==> src/design/read_priority_event_queue_defines.svh <==
// Assertion helpers used by the queue controller (rpeq_ctrl).
// Each expects clk and rst in scope.
`ifndef READ_PRIORITY_EVENT_QUEUE_DEFINES_SVH
`define READ_PRIORITY_EVENT_QUEUE_DEFINES_SVH

// Consequent holds in the same cycle as the antecedent.
`define RPEQ_ASSERT_SAME(label, ante, cons, msg) \
  label: assert property (@(posedge clk) disable iff (rst) (ante) |-> (cons)) \
    else $error(msg);

// Consequent holds in the cycle after the antecedent.
`define RPEQ_ASSERT_NEXT(label, ante, cons, msg) \
  label: assert property (@(posedge clk) disable iff (rst) (ante) |=> (cons)) \
    else $error(msg);

`endif

==> src/design/rpeq_pkg.sv <==
package rpeq_pkg;

  localparam int DEF_QUEUE_DEPTH = 64;
  localparam int DEF_TAG_BITS    = 16;

  localparam logic FUNC_ENQ = 1'b0;
  localparam logic FUNC_DEQ = 1'b1;

  typedef enum logic [1:0] {
    KIND_READ    = 2'd0,
    KIND_WRITE   = 2'd1,
    KIND_DISCARD = 2'd2,
    KIND_FLUSH   = 2'd3
  } kind_t;

  typedef enum logic [1:0] {
    ST_OK    = 2'd0,
    ST_EMPTY = 2'd1,
    ST_FULL  = 2'd2
  } status_t;

  // Shift command broadcast to every slot cell.
  typedef struct packed {
    logic ins;  // open a hole at the insert position, shift later slots back
    logic deq;  // shift every slot one place towards the head
  } cmd_t;

endpackage

==> src/design/rpeq_cell.sv <==
module rpeq_cell
  import rpeq_pkg::*;
#(
  parameter int TAG_BITS = DEF_TAG_BITS,
  parameter int PW       = 6,
  parameter int IDX      = 0
) (
  input  logic                clk,
  input  cmd_t                cmd,
  input  logic [PW-1:0]       pos,
  input  logic [TAG_BITS-1:0] new_tag,
  input  logic [TAG_BITS-1:0] prev_tag,
  input  logic [TAG_BITS-1:0] succ_tag,
  output logic [TAG_BITS-1:0] tag
);

  localparam logic [PW-1:0] MY_POS = PW'(IDX);

  always_ff @(posedge clk) begin
    if (cmd.deq) begin
      tag <= succ_tag;
    end else if (cmd.ins) begin
      if (pos == MY_POS) begin
        tag <= new_tag;
      end else if (MY_POS > pos) begin
        tag <= prev_tag;
      end
    end
  end

endmodule

==> src/design/rpeq_ctrl.sv <==
`include "read_priority_event_queue_defines.svh"

module rpeq_ctrl
  import rpeq_pkg::*;
#(
  parameter int QUEUE_DEPTH = DEF_QUEUE_DEPTH,
  parameter int PW = $clog2(QUEUE_DEPTH),
  parameter int CW = $clog2(QUEUE_DEPTH + 1)
) (
  input  logic          clk,
  input  logic          rst,
  input  logic          accept,
  input  logic          func,
  input  logic [1:0]    io_kind,
  output cmd_t          cmd,
  output logic [PW-1:0] pos,
  output status_t       status,
  output logic [CW-1:0] count_next,
  output logic [CW-1:0] span_next
);

  localparam logic [CW-1:0] FULL_COUNT = CW'(QUEUE_DEPTH);

  logic [CW-1:0] occupancy;
  logic [CW-1:0] occupancy_next;
  logic [PW-1:0] last_read_pos;
  logic [PW-1:0] last_read_pos_next;
  logic          last_read_valid;
  logic          last_read_valid_next;

  always_comb begin
    cmd                  = '0;
    pos                  = '0;
    status               = ST_OK;
    occupancy_next       = occupancy;
    last_read_pos_next   = last_read_pos;
    last_read_valid_next = last_read_valid;
    if (accept) begin
      if (func == FUNC_DEQ) begin
        if (occupancy == '0) begin
          status = ST_EMPTY;
        end else begin
          cmd.deq        = 1'b1;
          occupancy_next = occupancy - CW'(1);
          if (last_read_valid) begin
            if (last_read_pos == '0) begin
              last_read_valid_next = 1'b0;
            end else begin
              last_read_pos_next = last_read_pos - PW'(1);
            end
          end
        end
      end else if (occupancy == FULL_COUNT) begin
        status = ST_FULL;
      end else begin
        cmd.ins        = 1'b1;
        occupancy_next = occupancy + CW'(1);
        case (kind_t'(io_kind))
          KIND_FLUSH: begin
            pos = '0;
            if (last_read_valid) begin
              last_read_pos_next = last_read_pos + PW'(1);
            end
          end
          KIND_READ: begin
            // just behind the last queued read; the mark always lies below occupancy
            pos                  = last_read_valid ? last_read_pos + PW'(1) : '0;
            last_read_valid_next = 1'b1;
            last_read_pos_next   = pos;
          end
          default: begin
            pos = occupancy[PW-1:0];
          end
        endcase
      end
    end
  end

  assign count_next = occupancy_next;
  assign span_next  = last_read_valid_next ? CW'(last_read_pos_next) + CW'(1) : '0;

  always_ff @(posedge clk) begin
    if (rst) begin
      occupancy       <= '0;
      last_read_pos   <= '0;
      last_read_valid <= 1'b0;
    end else begin
      occupancy       <= occupancy_next;
      last_read_pos   <= last_read_pos_next;
      last_read_valid <= last_read_valid_next;
    end
  end

  `RPEQ_ASSERT_SAME(a_mark_inside, last_read_valid, CW'(last_read_pos) < occupancy, "read mark beyond occupancy")
  `RPEQ_ASSERT_SAME(a_mark_cleared, !last_read_valid, last_read_pos == '0, "stale read position")
  `RPEQ_ASSERT_NEXT(a_deq_count, accept && func == FUNC_DEQ && occupancy != '0, occupancy == $past(occupancy) - CW'(1), "dequeue miscounted")
  `RPEQ_ASSERT_NEXT(a_full_hold, accept && func == FUNC_ENQ && occupancy == FULL_COUNT, occupancy == FULL_COUNT && $stable(last_read_pos), "full queue changed")

endmodule

==> src/design/read_priority_event_queue.sv <==
// Read-priority event queue.
// Input channel: in_valid / in_stall carry one request of func, io_kind and
// event_tag. func 0 enqueues event_tag; func 1 dequeues the head tag. Reads go
// in behind the last queued read (or at the head), flushes go in at the head,
// writes and discards go to the tail.
// Output channel: out_valid / out_stall carry one result per request: status,
// head_tag (dequeued tag, else 0), entry_count and read_span.
// The result is registered and appears in the cycle after the request is accepted.
// Throughput: one request per cycle unless a stalled result holds the input;
// every slot cell shifts in parallel, so the chain of cells sets no extra delay.
// A dequeue from an empty queue reports status 1, an enqueue into a full queue
// reports status 2; neither changes the queue.
// Stall: while a result waits with out_stall high, in_stall is raised and the
// queue holds; a result taken in the same cycle frees room for a new request.
// Reset (rst, synchronous): the queue is emptied and the read mark cleared;
// slot contents are left as they are and never read before written.
module read_priority_event_queue
  import rpeq_pkg::*;
#(
  parameter int QUEUE_DEPTH = DEF_QUEUE_DEPTH,
  parameter int TAG_BITS    = DEF_TAG_BITS
) (
  input  logic                                 clk,
  input  logic                                 rst,
  input  logic                                 in_valid,
  output logic                                 in_stall,
  input  logic                                 func,
  input  logic [1:0]                           io_kind,
  input  logic [TAG_BITS-1:0]                  event_tag,
  output logic                                 out_valid,
  input  logic                                 out_stall,
  output logic [1:0]                           status,
  output logic [TAG_BITS-1:0]                  head_tag,
  output logic [$clog2(QUEUE_DEPTH + 1)-1:0]   entry_count,
  output logic [$clog2(QUEUE_DEPTH + 1)-1:0]   read_span
);

  localparam int PW = $clog2(QUEUE_DEPTH);
  localparam int CW = $clog2(QUEUE_DEPTH + 1);

  logic                accept;
  cmd_t                cmd;
  logic [PW-1:0]       pos;
  status_t             status_next;
  logic [CW-1:0]       count_next;
  logic [CW-1:0]       span_next;
  logic [TAG_BITS-1:0] slot [QUEUE_DEPTH];
  logic [TAG_BITS-1:0] prev_tag [QUEUE_DEPTH];
  logic [TAG_BITS-1:0] succ_tag [QUEUE_DEPTH];

  // Hold new requests while an untaken result sits in the output register.
  assign in_stall = out_valid && out_stall;
  assign accept   = in_valid && !in_stall;

  rpeq_ctrl #(
    .QUEUE_DEPTH (QUEUE_DEPTH),
    .PW          (PW),
    .CW          (CW)
  ) u_ctrl (
    .clk        (clk),
    .rst        (rst),
    .accept     (accept),
    .func       (func),
    .io_kind    (io_kind),
    .cmd        (cmd),
    .pos        (pos),
    .status     (status_next),
    .count_next (count_next),
    .span_next  (span_next)
  );

  // Row of slot cells, slot 0 at the head; each cell sees both neighbours.
  for (genvar i = 0; i < QUEUE_DEPTH; i++) begin : g_cell
    if (i == 0) begin : g_first
      assign prev_tag[i] = '0;
    end else begin : g_inner
      assign prev_tag[i] = slot[i-1];
    end
    if (i == QUEUE_DEPTH - 1) begin : g_last
      assign succ_tag[i] = '0;
    end else begin : g_body
      assign succ_tag[i] = slot[i+1];
    end

    rpeq_cell #(
      .TAG_BITS (TAG_BITS),
      .PW       (PW),
      .IDX      (i)
    ) u_cell (
      .clk      (clk),
      .cmd      (cmd),
      .pos      (pos),
      .new_tag  (event_tag),
      .prev_tag (prev_tag[i]),
      .succ_tag (succ_tag[i]),
      .tag      (slot[i])
    );
  end

  // Output register: load on every accepted request, drop once taken.
  always_ff @(posedge clk) begin
    if (rst) begin
      out_valid <= 1'b0;
    end else if (accept) begin
      out_valid <= 1'b1;
    end else if (!out_stall) begin
      out_valid <= 1'b0;
    end
  end

  always_ff @(posedge clk) begin
    if (accept) begin
      status      <= status_next;
      head_tag    <= cmd.deq ? slot[0] : '0;
      entry_count <= count_next;
      read_span   <= span_next;
    end
  end

endmodule

==> config.mk <==
export PLATFORM = sky130hd
export DESIGN_NAME = read_priority_event_queue
export DESIGN_NICKNAME = d
export VERILOG_FILES = /design/src/design/rpeq_pkg.sv /design/src/design/rpeq_cell.sv /design/src/design/rpeq_ctrl.sv /design/src/design/read_priority_event_queue.sv
export VERILOG_INCLUDE_DIRS = /design/src /design/src/design
export SDC_FILE = /design/constraint.sdc
export NUM_CORES = 2
export LEC_CHECK = 0
export ABC_AREA = 1
export BUFFER_PORTS_ARGS = -buffer_cell sky130_fd_sc_hd__buf_2
export CAP_MARGIN = 40
export CORE_UTILIZATION = 55
export CTS_CLUSTER_DIAMETER = 30
export DETAILED_ROUTE_END_ITERATION = 7
export PLACE_DENSITY = 0.78
export SLEW_MARGIN = 40
export SYNTH_ARGS = -nofsm -noshare
export SYNTH_HDL_FRONTEND = slang
export SYNTH_HIERARCHICAL = 1
export SYNTH_SLANG_ARGS = --single-unit
==> constraint.sdc <==
create_clock -name clk -period 33.4 [get_ports clk]
set_input_delay 6.68 -clock clk [delete_from_list [all_inputs] [get_ports clk]]
set_output_delay 6.68 -clock clk [all_outputs]
set_load 0.005 [all_outputs]
==> impl_metrics.tcl <==
set metrics [dict create \
    synth_mux_area_share_pct 0 \
    syn-cell-area_sq_um 72120 \
    hold_viol 0 \
    initial_core_util_pct 55.55 \
    io_pins 57 \
    whs_ps 495.8 \
    gp_congestion 0.9075 \
    worstHoldStart "out_valid$_SDFFE_PP0P_" \
    max_slew_margin_pct 37.63 \
    synth_compound_area_share_pct 0.7981 \
    crit_path_top_delay_cell "buf_2" \
    cts_buffers 279 \
    drive_gt1_share_pct 9.652 \
    row_count 132 \
    start_kind "input port" \
    cts_max_path_buffers 4 \
    portBuffers 56 \
    status "finished, final reports clean" \
    ys_types 51 \
    power_mw 5.620 \
    clk_latency_ps 880 \
    diodes 0 \
    syn2layout_area_growth_pct 12.64 \
    synth-seq-cells 1071 \
    critPathMaxStageDelay_ps 130 \
    vias_per_cell 5.626 \
    vias 65820 \
    clock_skew_ps 67.67 \
    ant_nets 0 \
    crit_arrival_ps 7070 \
    timing.rr.end "g_cell[22].u_cell/tag[2]$_DFFE_PP_" \
    cts_setup_buffers 0 \
    synth_top_family_by_area "simple AND/OR/NAND/NOR gates" \
    crit_family "buffers and inverters" \
    antenna_found_initial 4 \
    ys_top_cells_by_area "edfxtp_1 44%, nand2_1 17%, nand3_1 12%" \
    fin_crit_ps 13750 \
    pwr_density_cell_nw_per_um2 69.18 \
    synth_edf_count 1056 \
    power_leakage_nw 41.89 \
    synth_flop_cell "edfxtp_1" \
    hold_class "flop to flop" \
    clkTransAtPathRegs_ps 40 \
    grt_usage_pct 31.43 \
    crit_buf_inv 3 \
    grt_max_degree 187 \
    rrSetupSlack_ps 27110 \
    root_buffer "clkbuf_16" \
    timing.fmax_mhz 72.73 \
    synth_xor_area_share_pct 0.08501 \
    crit_path_frequent_cell "buf_2" \
    grt_pass1_vias 62750 \
    nets 9796 \
    cap_violations 0 \
    cts-htree-levels 5 \
    drt_iter0_markers 8610 \
    worst_pin_slew_ps 935.5 \
    peakVddDrop_mv 0.04168 \
    synth_commonest_cells "3,302 x nand2_1, 2,224 x inv_1, 1,704 x nand3_1, 1,056 x edfxtp_1, 374 x nand4_1" \
    post_cts_resized 0 \
    ys_async_sr_fraction_pct 0 \
    synth_top_cell_by_area "edfxtp_1" \
    startpoint "out_stall" \
    postRouteWirelength_um 211200 \
    synth_top_area_share_pct 43.97 \
    hold_end "out_valid$_SDFFE_PP0P_" \
    post-route-period-util_pct 41.16 \
    die_h_um 364.1 \
    drt_pre_antenna_iters 8 \
    whs_path_depth 2 \
    cts_tree "yes" \
    avgRoutedWirePerCell_um 18.05 \
    crit-reg2reg-launch "out_valid$_SDFFE_PP0P_" \
    cts_sinks 1071 \
    rr_worst_depth 19 \
    fin_setup_tns_ps 0 \
    die_w_um 364.1 \
    rsz0062_at_grt "no" \
    synth_most_common_cell "nand2_1" \
    crit_chain "buf_2 > nand2_1 > inv_1 > buf_2" \
    crit_type "input port to output pin" \
    cts.hold.buffers_added 0 \
    grt_pass1_wl_um 332800 \
    place_hpwl_um 132400 \
    gr-total-overflow 0 \
    synth-adder-area-share_pct 0.1561 \
    syn_inst 9745 \
    cp_max_fo 2 \
    yosys.area_share.simple_pct 38.08 \
    avgSynthCellArea_sq_um 7.400 \
    synth_warnings 6 \
    dpl.cell_count 11220 \
    yosysSeqAreaShare_pct 44.39 \
    dieArea_sq_um 132600 \
    cp_data_required_time_ps 26720 \
    finalSetupViolCount 0 \
    end_kind "output pin" \
    core-area_sq_um 129800 \
    drc 0 \
    drv_slew 0 \
    fin_cells 11700 \
]
where the power goes:
part	leakage, nW	total [mW]	switching, mW	internal [mW]
Clock	4.28	2.54	0.790	1.76
Sequential	10.1	2.03	0.163	1.87
Combinational	27.5	1.04	0.746	0.295
layout make-up:
| class | instances | area [sq um] |
|---|---|---|
| clock buffer | 322 | 7313 |
| clock inverter | 151 | 1498 |
| fill | 10870 | 48580 |
| inverter | 2337 | 8808 |
| multi-input combinational | 5951 | 28420 |
| sequential | 1071 | 32010 |
| tap | 1742 | 2180 |
| timing repair buffer | 124 | 998.5 |
worst max-delay path by stage:
| stage | end | slack (ps) | depth (start not counted) |
|---|---|---|---|
| after floorplan | g_cell[60].u_cell/tag[0]$_DFFE_PP_ | 8140 | 14 |
| after global placement | in_stall | 19610 | 4 |
| after detailed placement | in_stall | 19650 | 4 |
| after CTS | in_stall | 19640 | 4 |
| after global routing | in_stall | 19620 | 4 |
| final | in_stall | 19650 | 4 |
registers in the layout (all words and copies together) (netlist names):
| register | count |
|---|---|
| g_cell.u_cell/tag | 1024 |
| u_ctrl/last_read_valid | 1 |
| u_ctrl/occupancy | 7 |
| u_ctrl/last_read_pos | 6 |
| head_tag | 16 |
| out_valid | 1 |
| status | 2 |
| read_span | 7 |
| entry_count | 7 |
stage by stage:
stage / utilization, % / instance area [sq um] / worst slack [ps]
2_1_floorplan: - / 72230 / 8137
3_3_place_gp: 55.72 / 72330 / 19610
3_5_place_dp: 55.73 / 72340 / 19650
4_1_cts: 62.51 / 81150 / 19640
5_1_grt: 62.58 / 81230 / 19620
6_report: 62.58 / 81230 / 19650
cells in the final DEF, fill, tap and decap left out, drive strengths merged, types with 2 or more instances in the layout:
cell type  instances
edfxtp          1056
conb              32
o211ai             4
nor2             232
nand4            374
clkbuf           322
inv             2296
dfxtp             15
nand3           1777
o21ai             56
nor3               6
a21oi             29
ha                 9
buf              124
nand2           3407
a31oi              7
a211oi             2
nand3b             2
clkinvlp          19
clkinv           145
bufinv            28
xor2               6
layer usage:
metal	wire [um]	global-route usage, %	share of wire [%]	vias to the layer above
li1	-	-	-	30600
met1	83220	42.15	39	30620
met2	94710	48.85	45	3844
met3	23090	5.614	11	759
met4	10160	15.91	4.8	2
met5	19	0	0.0090	-
tightest hold or removal path: stages (launching register included):
cell,delay [ps]
dfxtp_1,300
nand2_1,70
a21oi_1,70
logic make-up (layout without fill, tap and decap cells):
logic type	after synthesis	count (layout)
other	1	32
buffers and inverters	2754	2934
DFF	1071	1071
xor gates and xnor gates	7	7
adders and majority gates	9	9
AOI/OAI and AO/OA	103	103
and+or+nand+nor	5800	5800
Note: power is estimated with default switching activity, not from simulation.
